==> src/rtl/psd_pkg.sv <==
// ----------------------------------------------------------------------------
// psd_pkg
// Shared types and constants of the binary PPM stream decoder with crop.
// ----------------------------------------------------------------------------
package psd_pkg;

    // width of image dimensions and of the position counters
    localparam int unsigned DIM_BITS = 16;

    // maxval must stay below 2^MAXVAL_BITS
    localparam int unsigned MAXVAL_BITS = 16;

    // maxval at or above 2^WIDE_SAMPLE_BIT selects two-byte samples
    localparam int unsigned WIDE_SAMPLE_BIT = 8;

    // decimal accumulator, wide enough to flag any oversized number
    localparam int unsigned ACC_BITS =
        ((DIM_BITS > MAXVAL_BITS) ? DIM_BITS : MAXVAL_BITS) + 1;

    // configuration register indexes
    localparam int unsigned CFG_IDX_BITS = 8;
    localparam logic [CFG_IDX_BITS-1:0] CFG_CROP_LEFT   = 8'd0;
    localparam logic [CFG_IDX_BITS-1:0] CFG_CROP_RIGHT  = 8'd1;
    localparam logic [CFG_IDX_BITS-1:0] CFG_CROP_TOP    = 8'd2;
    localparam logic [CFG_IDX_BITS-1:0] CFG_CROP_BOTTOM = 8'd3;

    // result kinds
    localparam logic [1:0] KIND_PIXEL  = 2'd0;
    localparam logic [1:0] KIND_HEADER = 2'd1;
    localparam logic [1:0] KIND_STATUS = 2'd2;

    // status codes
    localparam logic [2:0] ST_OK         = 3'd0;
    localparam logic [2:0] ST_BAD_SIG    = 3'd1;
    localparam logic [2:0] ST_TOO_LARGE  = 3'd2;
    localparam logic [2:0] ST_EOF_HEADER = 3'd3;
    localparam logic [2:0] ST_DELIM_WARN = 3'd4;
    localparam logic [2:0] ST_TRUNCATED  = 3'd5;

    // crop window registers
    typedef struct packed {
        logic [15:0] left;
        logic [15:0] right;
        logic [15:0] top;
        logic [15:0] bottom;
    } crop_t;

    // one input transaction
    typedef struct packed {
        logic [7:0] in_byte;
        logic       end_of_stream;
    } in_item_t;

    // one result transaction
    typedef struct packed {
        logic [1:0]  result_kind;
        logic [15:0] red;
        logic [15:0] green;
        logic [15:0] blue;
        logic [15:0] col;
        logic [15:0] row;
        logic [2:0]  status;
        logic        last_of_image;
    } out_item_t;

endpackage

==> src/rtl/psd_cfg.sv <==
// ----------------------------------------------------------------------------
// psd_cfg
// Crop window register file, written through the configuration channel.
// ----------------------------------------------------------------------------
module psd_cfg (
    input  logic                               clk,
    input  logic                               rst_n,
    input  logic                               cfg_valid,
    output logic                               cfg_ready,
    input  logic [psd_pkg::CFG_IDX_BITS-1:0]   cfg_index,
    input  logic [15:0]                        cfg_data,
    output psd_pkg::crop_t                     crop
);
    import psd_pkg::*;

    crop_t crop_reg;
    crop_t crop_next;

    // writes are always taken
    assign cfg_ready = 1'b1;
    assign crop      = crop_reg;

    // decode the register index, unknown indexes are dropped
    always_comb
    begin
        crop_next = crop_reg;
        if (cfg_valid)
        begin
            case (cfg_index)
                CFG_CROP_LEFT:   crop_next.left   = cfg_data;
                CFG_CROP_RIGHT:  crop_next.right  = cfg_data;
                CFG_CROP_TOP:    crop_next.top    = cfg_data;
                CFG_CROP_BOTTOM: crop_next.bottom = cfg_data;
                default:         crop_next        = crop_reg;
            endcase
        end
    end

    always_ff @(posedge clk or negedge rst_n)
    begin
        if (!rst_n)
        begin
            crop_reg <= '0;
        end
        else
        begin
            crop_reg <= crop_next;
        end
    end

endmodule

==> src/rtl/psd_core.sv <==
// ----------------------------------------------------------------------------
// psd_core
// Parser state and decode of one byte per cycle while input is accepted:
// signature, header numbers, delimiter, pixel assembly and crop window test.
// ----------------------------------------------------------------------------
module psd_core (
    input  logic               clk,
    input  logic               rst_n,
    input  logic               accept,
    input  psd_pkg::in_item_t  in_data,
    input  psd_pkg::crop_t     crop,
    output logic               res_valid,
    output psd_pkg::out_item_t res_data
);
    import psd_pkg::*;

    localparam int unsigned CW = ACC_BITS;

    localparam logic [1:0] NUM_WIDTH  = 2'd0;
    localparam logic [1:0] NUM_HEIGHT = 2'd1;
    localparam logic [1:0] NUM_MAXVAL = 2'd2;

    localparam logic [7:0] CHAR_P = 8'h50;
    localparam logic [7:0] CHAR_6 = 8'h36;

    localparam logic [2:0] LAST_BYTE_NARROW = 3'd2;
    localparam logic [2:0] LAST_BYTE_WIDE   = 3'd5;

    localparam logic [ACC_BITS-1:0] ACC_ONE = {{(ACC_BITS-1){1'b0}}, 1'b1};
    localparam logic [ACC_BITS-1:0] ACC_CAP = {1'b1, {(ACC_BITS-1){1'b0}}};

    typedef enum logic [3:0] {
        PH_SIG0   = 4'd0,
        PH_SIG1   = 4'd1,
        PH_SKIP_W = 4'd2,
        PH_NUM_W  = 4'd3,
        PH_SKIP_H = 4'd4,
        PH_NUM_H  = 4'd5,
        PH_SKIP_M = 4'd6,
        PH_NUM_M  = 4'd7,
        PH_DELIM  = 4'd8,
        PH_PIX    = 4'd9,
        PH_HALT   = 4'd10
    } phase_t;

    phase_t                phase_reg,    phase_next;
    logic [ACC_BITS-1:0]   acc_reg,      acc_next;
    logic [DIM_BITS-1:0]   width_reg,    width_next;
    logic [DIM_BITS-1:0]   height_reg,   height_next;
    logic                  two_byte_reg, two_byte_next;
    logic [2:0]            bip_reg,      bip_next;
    logic [39:0]           partial_reg,  partial_next;
    logic [DIM_BITS-1:0]   col_reg,      col_next;
    logic [DIM_BITS-1:0]   row_reg,      row_next;

    function automatic logic is_ws(input logic [7:0] b);
        return (b == 8'h20) || (b >= 8'h09 && b <= 8'h0D);
    endfunction

    function automatic logic is_digit(input logic [7:0] b);
        return (b >= 8'h30) && (b <= 8'h39);
    endfunction

    // a - (b + c), floored at zero
    function automatic logic [CW-1:0] sat_sub(input logic [CW-1:0] a,
                                              input logic [CW-1:0] b,
                                              input logic [CW-1:0] c);
        logic [CW-1:0] s;
        s = b + c;
        return (s >= a) ? '0 : (a - s);
    endfunction

    logic [7:0] b;
    logic       eof;
    logic       b_ws;
    logic       b_digit;

    assign b       = in_data.in_byte;
    assign eof     = in_data.end_of_stream;
    assign b_ws    = is_ws(b);
    assign b_digit = is_digit(b);

    // header item decode from the phase
    logic [1:0] hdr_k;
    logic       hdr_in_num;
    phase_t     hdr_num_phase;
    phase_t     hdr_skip_after;

    always_comb
    begin
        hdr_k          = NUM_WIDTH;
        hdr_in_num     = 1'b0;
        hdr_num_phase  = PH_NUM_W;
        hdr_skip_after = PH_SKIP_H;
        case (phase_reg)
            PH_NUM_W:
            begin
                hdr_in_num = 1'b1;
            end
            PH_SKIP_H, PH_NUM_H:
            begin
                hdr_k          = NUM_HEIGHT;
                hdr_in_num     = (phase_reg == PH_NUM_H);
                hdr_num_phase  = PH_NUM_H;
                hdr_skip_after = PH_SKIP_M;
            end
            PH_SKIP_M, PH_NUM_M:
            begin
                hdr_k          = NUM_MAXVAL;
                hdr_in_num     = (phase_reg == PH_NUM_M);
                hdr_num_phase  = PH_NUM_M;
                hdr_skip_after = PH_DELIM;
            end
            default:
            begin
                hdr_k = NUM_WIDTH;
            end
        endcase
    end

    // decimal accumulate with saturation
    logic [ACC_BITS-1:0] acc_base;
    logic [ACC_BITS+3:0] acc_mul;
    logic [ACC_BITS-1:0] acc_sat;

    assign acc_base = hdr_in_num ? acc_reg : '0;
    assign acc_mul  = ({4'b0, acc_base} << 3) + ({4'b0, acc_base} << 1)
                    + {{ACC_BITS{1'b0}}, b[3:0]};
    assign acc_sat  = (acc_mul > {4'b0, ACC_CAP}) ? ACC_CAP : acc_mul[ACC_BITS-1:0];

    // range check of the number that ends here
    logic                 hdr_too_big;
    logic [DIM_BITS-1:0]  hdr_dim;
    logic                 hdr_wide;

    assign hdr_dim     = acc_base[DIM_BITS-1:0];
    assign hdr_wide    = |acc_base[MAXVAL_BITS-1:WIDE_SAMPLE_BIT];
    assign hdr_too_big = (hdr_k == NUM_MAXVAL) ? (|acc_base[ACC_BITS-1:MAXVAL_BITS])
                                               : (|acc_base[ACC_BITS-1:DIM_BITS]);

    // pixel position against the crop window
    logic [CW-1:0] x_ext, y_ext, w_ext, h_ext;
    logic [CW-1:0] cl_ext, cr_ext, ct_ext, cb_ext;
    logic [CW-1:0] x_right, y_bottom;
    logic          pix_inside;
    logic          pix_last;
    logic [DIM_BITS:0] col_plus;
    logic [DIM_BITS:0] row_plus;
    logic [47:0]   pix_full;
    logic          pix_done;

    assign x_ext    = {{(CW-DIM_BITS){1'b0}}, col_reg};
    assign y_ext    = {{(CW-DIM_BITS){1'b0}}, row_reg};
    assign w_ext    = {{(CW-DIM_BITS){1'b0}}, width_reg};
    assign h_ext    = {{(CW-DIM_BITS){1'b0}}, height_reg};
    assign cl_ext   = {{(CW-16){1'b0}}, crop.left};
    assign cr_ext   = {{(CW-16){1'b0}}, crop.right};
    assign ct_ext   = {{(CW-16){1'b0}}, crop.top};
    assign cb_ext   = {{(CW-16){1'b0}}, crop.bottom};
    assign x_right  = x_ext + cr_ext;
    assign y_bottom = y_ext + cb_ext;

    assign pix_inside = (x_ext >= cl_ext) && (x_right < w_ext)
                     && (y_ext >= ct_ext) && (y_bottom < h_ext);
    assign pix_last   = pix_inside && ((x_right + ACC_ONE) == w_ext)
                     && ((y_bottom + ACC_ONE) == h_ext);
    assign col_plus   = {1'b0, col_reg} + {{DIM_BITS{1'b0}}, 1'b1};
    assign row_plus   = {1'b0, row_reg} + {{DIM_BITS{1'b0}}, 1'b1};
    assign pix_full   = {partial_reg, b};
    assign pix_done   = two_byte_reg ? (bip_reg >= LAST_BYTE_WIDE)
                                     : (bip_reg >= LAST_BYTE_NARROW);

    // next state and result for the byte at the input
    logic                 do_delim;
    logic                 fail_en;
    logic [2:0]           fail_code;
    logic                 res_flag;
    out_item_t            res;
    logic [DIM_BITS-1:0]  w_eff, h_eff;
    logic [CW-1:0]        hdr_cols, hdr_rows;

    always_comb
    begin
        phase_next    = phase_reg;
        acc_next      = acc_reg;
        width_next    = width_reg;
        height_next   = height_reg;
        two_byte_next = two_byte_reg;
        bip_next      = bip_reg;
        partial_next  = partial_reg;
        col_next      = col_reg;
        row_next      = row_reg;
        do_delim      = 1'b0;
        fail_en       = 1'b0;
        fail_code     = ST_OK;
        res_flag      = 1'b0;
        res           = '0;
        w_eff         = width_reg;
        h_eff         = height_reg;
        hdr_cols      = '0;
        hdr_rows      = '0;

        case (phase_reg)
            PH_HALT:
            begin
                phase_next = PH_HALT;
            end

            // first signature byte, remembered in the accumulator
            PH_SIG0:
            begin
                if (eof)
                begin
                    fail_en   = 1'b1;
                    fail_code = ST_BAD_SIG;
                end
                else
                begin
                    acc_next   = (b == CHAR_P) ? ACC_ONE : '0;
                    phase_next = PH_SIG1;
                end
            end

            PH_SIG1:
            begin
                if (eof || acc_reg != ACC_ONE || b != CHAR_6)
                begin
                    fail_en   = 1'b1;
                    fail_code = ST_BAD_SIG;
                end
                else
                begin
                    acc_next   = '0;
                    phase_next = PH_SKIP_W;
                end
            end

            // header numbers with leading whitespace
            PH_SKIP_W, PH_NUM_W, PH_SKIP_H, PH_NUM_H, PH_SKIP_M, PH_NUM_M:
            begin
                if (!eof && b_digit)
                begin
                    acc_next   = acc_sat;
                    phase_next = hdr_num_phase;
                end
                else if (!eof && !hdr_in_num && b_ws)
                begin
                    phase_next = phase_reg;
                end
                else
                begin
                    acc_next = '0;
                    if (hdr_too_big)
                    begin
                        fail_en   = 1'b1;
                        fail_code = ST_TOO_LARGE;
                    end
                    else if (!eof && b_ws && hdr_k != NUM_MAXVAL)
                    begin
                        // number ends on whitespace, next item starts skipping
                        if (hdr_k == NUM_WIDTH)
                        begin
                            width_next = hdr_dim;
                        end
                        else
                        begin
                            height_next = hdr_dim;
                        end
                        phase_next = hdr_skip_after;
                    end
                    else
                    begin
                        // the same byte closes every later item as empty
                        case (hdr_k)
                            NUM_WIDTH:
                            begin
                                width_next    = hdr_dim;
                                height_next   = '0;
                                two_byte_next = 1'b0;
                            end
                            NUM_HEIGHT:
                            begin
                                height_next   = hdr_dim;
                                two_byte_next = 1'b0;
                            end
                            default:
                            begin
                                two_byte_next = hdr_wide;
                            end
                        endcase
                        w_eff    = width_next;
                        h_eff    = height_next;
                        do_delim = 1'b1;
                    end
                end
            end

            PH_DELIM:
            begin
                do_delim = 1'b1;
            end

            // pixel data, unused codes behave the same
            default:
            begin
                phase_next = PH_PIX;
                if (eof)
                begin
                    fail_en   = 1'b1;
                    fail_code = ST_TRUNCATED;
                end
                else if (!pix_done)
                begin
                    partial_next = {partial_reg[31:0], b};
                    bip_next     = bip_reg + 3'd1;
                end
                else
                begin
                    partial_next = '0;
                    bip_next     = '0;
                    if (col_plus >= {1'b0, width_reg})
                    begin
                        col_next = '0;
                        row_next = row_plus[DIM_BITS-1:0];
                        if (row_plus >= {1'b0, height_reg})
                        begin
                            phase_next = PH_HALT;
                        end
                    end
                    else
                    begin
                        col_next = col_plus[DIM_BITS-1:0];
                    end
                    if (pix_inside)
                    begin
                        res_flag          = 1'b1;
                        res.result_kind   = KIND_PIXEL;
                        if (two_byte_reg)
                        begin
                            res.red   = pix_full[47:32];
                            res.green = pix_full[31:16];
                            res.blue  = pix_full[15:0];
                        end
                        else
                        begin
                            res.red   = {8'h00, pix_full[23:16]};
                            res.green = {8'h00, pix_full[15:8]};
                            res.blue  = {8'h00, pix_full[7:0]};
                        end
                        res.col           = 16'(x_ext - cl_ext);
                        res.row           = 16'(y_ext - ct_ext);
                        res.status        = ST_OK;
                        res.last_of_image = pix_last;
                    end
                end
            end
        endcase

        // header delimiter: report the cropped size
        if (do_delim)
        begin
            if (eof)
            begin
                fail_en   = 1'b1;
                fail_code = ST_EOF_HEADER;
            end
            else
            begin
                hdr_cols        = sat_sub({{(CW-DIM_BITS){1'b0}}, w_eff}, cl_ext, cr_ext);
                hdr_rows        = sat_sub({{(CW-DIM_BITS){1'b0}}, h_eff}, ct_ext, cb_ext);
                col_next        = '0;
                row_next        = '0;
                bip_next        = '0;
                partial_next    = '0;
                phase_next      = (w_eff == '0 || h_eff == '0) ? PH_HALT : PH_PIX;
                res_flag        = 1'b1;
                res.result_kind = KIND_HEADER;
                res.col         = hdr_cols[15:0];
                res.row         = hdr_rows[15:0];
                res.status      = b_ws ? ST_OK : ST_DELIM_WARN;
            end
        end

        // error report, decoding stops until reset
        if (fail_en)
        begin
            phase_next      = PH_HALT;
            res_flag        = 1'b1;
            res             = '0;
            res.result_kind = KIND_STATUS;
            res.status      = fail_code;
        end
    end

    assign res_valid = accept & res_flag;
    assign res_data  = res;

    // parser state, advanced once per input transaction
    always_ff @(posedge clk or negedge rst_n)
    begin
        if (!rst_n)
        begin
            phase_reg    <= PH_SIG0;
            acc_reg      <= '0;
            width_reg    <= '0;
            height_reg   <= '0;
            two_byte_reg <= 1'b0;
            bip_reg      <= '0;
            partial_reg  <= '0;
            col_reg      <= '0;
            row_reg      <= '0;
        end
        else if (accept)
        begin
            phase_reg    <= phase_next;
            acc_reg      <= acc_next;
            width_reg    <= width_next;
            height_reg   <= height_next;
            two_byte_reg <= two_byte_next;
            bip_reg      <= bip_next;
            partial_reg  <= partial_next;
            col_reg      <= col_next;
            row_reg      <= row_next;
        end
    end

endmodule

==> src/rtl/psd_out_buf.sv <==
// ----------------------------------------------------------------------------
// psd_out_buf
// Two-slot result buffer between the decoder and the result channel.
// ----------------------------------------------------------------------------
module psd_out_buf (
    input  logic               clk,
    input  logic               rst_n,
    input  logic               push,
    input  psd_pkg::out_item_t push_data,
    output logic               space,
    output logic               out_valid,
    input  logic               out_ready,
    output psd_pkg::out_item_t out_data
);
    import psd_pkg::*;

    out_item_t  head_reg, head_next;
    out_item_t  tail_reg, tail_next;
    logic [1:0] cnt_reg,  cnt_next;
    logic       pop;

    assign out_valid = (cnt_reg != 2'd0);
    assign out_data  = head_reg;
    assign space     = (cnt_reg != 2'd2);
    assign pop       = out_valid & out_ready;

    // slot update for push and pop
    always_comb
    begin
        head_next = head_reg;
        tail_next = tail_reg;
        cnt_next  = cnt_reg;
        case ({push, pop})
            2'b10:
            begin
                if (cnt_reg == 2'd0)
                begin
                    head_next = push_data;
                end
                else
                begin
                    tail_next = push_data;
                end
                cnt_next = cnt_reg + 2'd1;
            end
            2'b01:
            begin
                head_next = tail_reg;
                cnt_next  = cnt_reg - 2'd1;
            end
            2'b11:
            begin
                if (cnt_reg == 2'd1)
                begin
                    head_next = push_data;
                end
                else
                begin
                    head_next = tail_reg;
                    tail_next = push_data;
                end
            end
            default:
            begin
                cnt_next = cnt_reg;
            end
        endcase
    end

    always_ff @(posedge clk or negedge rst_n)
    begin
        if (!rst_n)
        begin
            cnt_reg <= 2'd0;
        end
        else
        begin
            cnt_reg <= cnt_next;
        end
    end

    // payload slots
    always_ff @(posedge clk)
    begin
        head_reg <= head_next;
        tail_reg <= tail_next;
    end

endmodule

==> src/rtl/ppm_stream_decoder_with_crop.sv <==
// ----------------------------------------------------------------------------
// ppm_stream_decoder_with_crop
// Binary PPM byte stream decoder with a configurable crop window.
// ----------------------------------------------------------------------------
// One stream byte is taken per clock. Each byte is decoded in the cycle it is
// accepted and its result, if any, is valid on the result channel from the
// next cycle on. A two-slot result buffer holds finished results, so input
// keeps flowing while one result waits; in_ready drops only while both slots
// are occupied. Results come out in order: a header result with the cropped
// size, the pixels inside the crop window, and a status result on any error.
// After an error or the last pixel all further input is swallowed until
// reset. The crop registers are written through the configuration channel,
// which is always ready, and should change only while the decoder is idle.
module ppm_stream_decoder_with_crop (
    input  logic                              clk,
    input  logic                              rst_n,
    input  logic                              cfg_valid,
    output logic                              cfg_ready,
    input  logic [psd_pkg::CFG_IDX_BITS-1:0]  cfg_index,
    input  logic [15:0]                       cfg_data,
    input  logic                              in_valid,
    output logic                              in_ready,
    input  psd_pkg::in_item_t                 in_data,
    output logic                              out_valid,
    input  logic                              out_ready,
    output psd_pkg::out_item_t                out_data
);
    import psd_pkg::*;

    crop_t     crop;
    logic      accept;
    logic      res_valid;
    out_item_t res_data;
    logic      space;

    assign in_ready = space;
    assign accept   = in_valid & space;

    // crop window registers
    psd_cfg u_cfg (
        .clk       (clk),
        .rst_n     (rst_n),
        .cfg_valid (cfg_valid),
        .cfg_ready (cfg_ready),
        .cfg_index (cfg_index),
        .cfg_data  (cfg_data),
        .crop      (crop)
    );

    // byte decoder
    psd_core u_core (
        .clk       (clk),
        .rst_n     (rst_n),
        .accept    (accept),
        .in_data   (in_data),
        .crop      (crop),
        .res_valid (res_valid),
        .res_data  (res_data)
    );

    // result buffer
    psd_out_buf u_out_buf (
        .clk       (clk),
        .rst_n     (rst_n),
        .push      (res_valid),
        .push_data (res_data),
        .space     (space),
        .out_valid (out_valid),
        .out_ready (out_ready),
        .out_data  (out_data)
    );

endmodule
==> config.mk <==
export PLATFORM = sky130hd
export DESIGN_NAME = ppm_stream_decoder_with_crop
export DESIGN_NICKNAME = d
export VERILOG_FILES = /design/src/rtl/psd_pkg.sv /design/src/rtl/psd_cfg.sv /design/src/rtl/psd_core.sv /design/src/rtl/psd_out_buf.sv /design/src/rtl/ppm_stream_decoder_with_crop.sv
export SDC_FILE = /design/constraint.sdc
export NUM_CORES = 1
export LEC_CHECK = 0
export BUFFER_PORTS_ARGS = -buffer_cell sky130_fd_sc_hd__clkbuf_2
export CAP_MARGIN = 20
export CORE_MARGIN = 4
export CORE_UTILIZATION = 56
export CTS_CLUSTER_DIAMETER = 60
export DETAILED_ROUTE_END_ITERATION = 8
export PLACE_DENSITY = 0.72
export SYNTH_ARGS = -nofsm -noshare
export SYNTH_HDL_FRONTEND = slang
export SYNTH_HIERARCHICAL = 1
export SYNTH_SLANG_ARGS = --single-unit
==> constraint.sdc <==
create_clock -name clk -period 29.1 [get_ports clk]
set_clock_uncertainty 0.1 [all_clocks]
set_input_delay 2.91 -clock clk [delete_from_list [all_inputs] [get_ports clk]]
set_output_delay 2.91 -clock clk [all_outputs]
set_load 0.05 [all_outputs]
Yosys cells after proc, flatten, opt, wreduce, memory -nomap -nowiden
Cells that the tools add are included.
Widths: inputs -> output; s select.
{"block": "totals", "word_cells": 261, "out_inout_bits": 89, "input_bits": 38, "register_bits": 367}
{"block": "classes", "muxes": 114, "bitwise_logic": 7, "addsub": 17, "reduce_logical": 46, "eq_ne": 32, "n_lt_le_gt_ge": 15}
{"op": "$mux 86", "n": 8}
{"op": "$mux 16", "n": 27}
{"op": "$pmux 86 s3", "n": 1}
{"op": "$mux 40", "n": 5}
{"op": "$pmux 86 s2", "n": 1}
{"op": "$mux 17", "n": 6}
{"op": "$mux 84", "n": 1}
{"op": "$mux 35", "n": 2}
{"op": "$add 16x16->17", "n": 4}
{"op": "$ge 17x16->1", "n": 4}
{"op": "$sub 16x16->16", "n": 4}
{"op": "$pmux 17 s3", "n": 1}
{"op": "$mux 4", "n": 12}
{"op": "$mux 48", "n": 1}
{"op": "$add 16x1->17 const B", "n": 2}
{"op": "$add 17x1->17 const B", "n": 2}
{"op": "$eq 17x16->1", "n": 2}
{"op": "$lt 17x16->1", "n": 2}
{"op": "$mux 3", "n": 11}
{"op": "$ge 16x16->1", "n": 2}
{"op": "$logic_not 16->1", "n": 2}
{"op": "$pmux 16 s2", "n": 1}
{"op": "$mux 1", "n": 23}
{"op": "$add 20x18->21", "n": 1}
{"op": "other kinds (52)", "n": 106}

Depth between registers and ports, before layout
{"block": "depth", "ltp_word": 17, "mapped_depth": 25, "depth_no_buf": 22}

Hierarchy
The synthesis kept the hierarchy.
{"module": "psd_core", "n_inst": 1, "cells_each": 2142, "area_per_inst_um2": 17297.8}
{"module": "psd_out_buf", "n_inst": 1, "cells_each": 496, "area_per_inst_um2": 8308.0}
{"module": "psd_cfg", "n_inst": 1, "cells_each": 142, "area_per_inst_um2": 2486.1}
{"module": "ppm_stream_decoder_with_crop", "n_inst": 1, "cells_each": 1, "area_per_inst_um2": 6.3}

Worst setup path before layout
OpenSTA, ideal clock, no wires.
{"block": "synth_path", "path_kind": "input-to-reg", "from": "input in_data[0] (netlist bit)", "to": "register u_out_buf.head_reg, in the netlist u_out_buf/out_data[0], enable pin", "cell_stages": 11, "setup_ns": 0.650, "slack_ns": 17.385, "t_arrival_ns": 10.964, "required_ns": 28.350, "path_cell_list": "buf_4 > nor2_1 > nand2_1 > nor4_1 > and4b_1 > or4b_1 > clkbuf_1 > clkbuf_1 > a31oi_1 > inv_1 > o21ai_0"}
{"block": "synth_between", "elab_chain_len": 14, "elab_cells_between_ends": 32, "classes_between": "4 x eq/ne; 17 x mux; 1 x bitwise; 10 x reduce/logical"}
{"element": "start, declared", "line": "ppm_stream_decoder_with_crop.sv:23", "source": "input psd_pkg::in_item_t in_data,"}
{"element": "$logic_not 1->1", "line": "psd_core.sv:241, psd_core.sv:246, psd_core.sv:258"}
{"element": "$logic_and 1x1->1 (2 in a row)", "line": "psd_core.sv:258", "source": "else if (!eof && b_ws && hdr_k != NUM_MAXVAL)"}
{"element": "$mux 1", "line": "psd_core.sv:258"}
{"element": "$mux 1", "line": "psd_core.sv:253", "source": "if (hdr_too_big)"}
{"element": "$mux 1", "line": "psd_core.sv:246", "source": "else if (!eof && !hdr_in_num && b_ws)"}
{"element": "$mux 1", "line": "psd_core.sv:241", "source": "if (!eof && b_digit)"}
{"element": "$pmux 1 s2", "line": "psd_core.sv:203", "source": "case (phase_reg)"}
{"element": "$mux 1", "line": "psd_core.sv:360", "source": "if (do_delim)"}
{"element": "$mux 1 *", "line": "psd_core.sv:385", "source": "if (fail_en)"}
{"element": "$and 1x1->1 *", "line": "psd_core.sv:395", "source": "assign res_valid = accept & res_flag;"}
{"element": "named net res_valid", "line": "ppm_stream_decoder_with_crop.sv:32", "source": "logic res_valid;"}
{"element": "$eq 2x2->1 / $eq 2x1->1 (equally long branches)", "line": "psd_out_buf.sv:33", "source": "case ({push, pop})"}
{"element": "$ne 2x1->1 (no source line) / $reduce_bool 3->1 (equally long branches)"}
{"element": "$reduce_and 2->1 (no source line) *"}
{"element": "end signal, assigned", "line": "psd_out_buf.sv:85", "source": "head_reg <= head_next;"}
{"element": "end, declared", "line": "psd_out_buf.sv:17", "source": "out_item_t head_reg, head_next;"}
The timed path passes the listed nets; every way through them passes the cells marked *.
A chain may end at the register's enable or synchronous reset.

==> impl_metrics.json <==
{
  "synthDominantCellAreaShare_pct": 18.4,
  "die_y_um": 232,
  "drc": 0,
  "end_kind": "register",
  "worst_slew_pin_slew_ps": 1130,
  "portBuffers": 125,
  "design_area_mm2": 0.0306,
  "grt_pass1_wl_um": 130000,
  "grt_use_met3_pct": 4.54,
  "timing.setup.tns_ps": 0,
  "netlist_area_mm2": 0.0281,
  "fmax_mhz": 122,
  "cts_sinks": 367,
  "p_leak_nw": 13.9,
  "cts_max_level": 2,
  "rsz0062_at_grt": "false",
  "grt_pass1_vias": 21921,
  "synth-edff-count": 172,
  "cts_resized": 0,
  "via_count": 22847,
  "syn_area_per_cell_um2": 10.1,
  "top_usage_layer": "met2",
  "critPathMaxFanout": 66,
  "hold_depth": 1,
  "place_area_mm2": 0.0291,
  "n_fill_cell": 4109,
  "reg2reg_setup_slack_ps": 20910,
  "critPathLaunchType": "register",
  "dp_hpwl_um": 64100,
  "hold_viol_final": 0,
  "ys_top_cells_by_area": "edfxtp_1 (18%), dfrtp_1 (17%), ha_1 (12%)",
  "min_period_ps": 8190,
  "synth_flop_cell": "dfrtp_1",
  "cts_tree": "done",
  "synthArstFlopShare_pct": 53.1,
  "core-area_mm2": 0.0493,
  "drt_iter0_drc": 2285,
  "max_cap_violations": 0,
  "overflow": 0,
  "postCtsSetupRepairBufs": 0,
  "grt_util_met2_pct": 48.8,
  "grt_antenna_before_repair": 0,
  "area_delta_synth_final_pct": 8.87,
  "core.rowCount": 81,
  "period_share_pct": 28.1,
  "clk_latency_ps": 580,
  "gp_congestion": 1.01,
  "synth_cell_type_count": 106,
  "final_nets": 3179,
  "path_clk_slew_ps": 60,
  "multiInputGateArea_mm2": 0.0167,
  "cts_buffer_depth": 3,
  "cts_hold_buf": 0,
  "drt_pass1_iterations": 7,
  "ant_nets": 0,
  "slew_violations": 0,
  "dieArea_mm2": 0.0538,
  "cts-root-buf": "clkbuf_16",
  "critPathArrivalTime_ps": 8530,
  "numCtsBuffers": 43,
  "ys_seq_area_share_pct": 35.7,
  "ys_warn_count": 6,
  "track_usage_pct": 30.9,
  "ys_ff_latch": 367,
  "grt_start_max_net_pins": 76,
  "holdCritPathClass": "reg2reg",
  "crit_type": "reg2reg",
  "grt_use_met1_pct": 43.0,
  "drive_gt1_share_pct": 14.5,
  "setup-violations-final": 0,
  "reg2regPathDepth": 24,
  "power_density_mw_per_mm2": 66.0,
  "wl_per_cell_um": 23.9,
  "synth_largest_area_cell": "edfxtp_1",
  "post_drt_via_cell_ratio": 6.42,
  "power_mw": 2.02,
  "status": "finished, final reports clean",
  "start_util_pct": 57.0,
  "diodes": 0,
  "syn_inst": 2781,
  "ios": 127,
  "die_w_um": 232,
  "regArea_mm2": 0.0100,
  "syn_nets": 3098,
  "cp.required_ps": 29440,
  "totalWireLength_um": 85100,
  "relSlewSlack_pct": 24.4,
  "ir_drop_v": 0.0000537
}
-- cell usage in the layout (no fill, tap or decap), types with 53 or more instances in the layout --
cell type / instances
and2_1: 106
mux2_2: 81
nand2_1: 166
mux2_4: 61
nand3_1: 53
nor2_1: 140
edfxtp_1: 172
o21ai_0: 142
inv_1: 205
dfrtp_1: 195
a21oi_1: 92
xnor2_1: 131
clkbuf_2: 124
xor2_1: 55
a22o_1: 74
ha_1: 266
a221o_1: 86
-- cell type report --
type	instances	share of cell area (%)
Sequential cell	367	32.8
Timing Repair Buffer	148	2.70
Clock inverter	19	0.675
Multi-Input combinational cell	2096	54.5
Tap cell	664	2.72
Clock buffer	59	4.05
Inverter	206	2.53
-- metal layers --
layer	vias up	routed length [µm]	share of wire (%)
li1	10394	-	-
met1	11314	36500	43
met2	976	38200	45
met3	163	6310	7.4
met4	0	3980	4.7
met5	-	0	0
-- path summary, 6_finish.rpt --
| path | from | end |
|---|---|---|
| max | register | u_out_buf/out_data[67] |
| min | register | register |
| max reg2reg | register | u_out_buf/out_data[67] |
| min reg2reg | register | register |
| max in group asynchronous | rst_n | async pin |
| min in group asynchronous | rst_n | u_cfg/crop[58] |
-- cells in the mapped netlist (25+ instances only) --
master / instances
nor2b_1: 35
nand3_1: 53
a21oi_1: 92
nand4_1: 28
dfrtp_1: 195
ha_1: 269
mux2_4: 61
clkbuf_1: 63
edfxtp_1: 172
nor2_1: 140
mux2_2: 81
xor2_1: 55
inv_1: 205
o21a_1: 45
o21ai_1: 25
a221o_1: 86
and2_1: 106
o21ai_0: 143
xnor2_1: 131
a22o_1: 74
nand2b_1: 35
and3_1: 47
nor3_1: 43
a21o_1: 50
nand2_1: 166
-- stage by stage --
stage / hold WS (ps) / worst slack (ps) / std cells / util (%)
floorplan: 363 / 17390 / 2781 / -
detailed placement: 386 / 20810 / 3480 / 59.1
global route: 426 / 20490 / 3559 / 62.1
global placement: 383 / 20920 / 3480 / 59.1
CTS: 404 / 21050 / 3558 / 62.1
finish: 407 / 20910 / 3559 / 62.1
-- where the power goes --
part	internal, mW	total, mW	leakage (nW)	switching [mW]
sequential	0.664	0.721	4.35	0.0576
clock	0.327	0.556	0.716	0.228
combinational	0.249	0.741	8.81	0.492
total	1.24	2.02	13.9	0.777
-- critical path, stage by stage (launching register included) --
cell and delay [ps]:
dfrtp_1 510, ha_1 270, fa_1 300, a21oi_2 120
o211ai_1 410, nand4_1 150, a21oi_1 510, a2111oi_0 230
nor3_1 480, inv_1 90, ha_1 320, a21o_1 170
a22oi_1 170, o2111ai_1 150, nor4_1 260, and4b_1 260
or4b_1 510, buf_4 310, a31oi_1 460, inv_1 190
ha_2 220, buf_4 230, nor2_4 470, buf_4 730
a221o_1 290
-- cells by family after synthesis --
logic type	Yosys count	synth area share [%]
DFF	367	35.7
other	1	0.0133
buffers and inverters	318	5.14
and+or+nand+nor	749	14.2
AOI/OAI and AO/OA	708	18.6
muxes	169	7.51
xor gates and xnor gates	190	6.07
adders and majority gates	279	12.7
(Power assumes the default switching activity.)
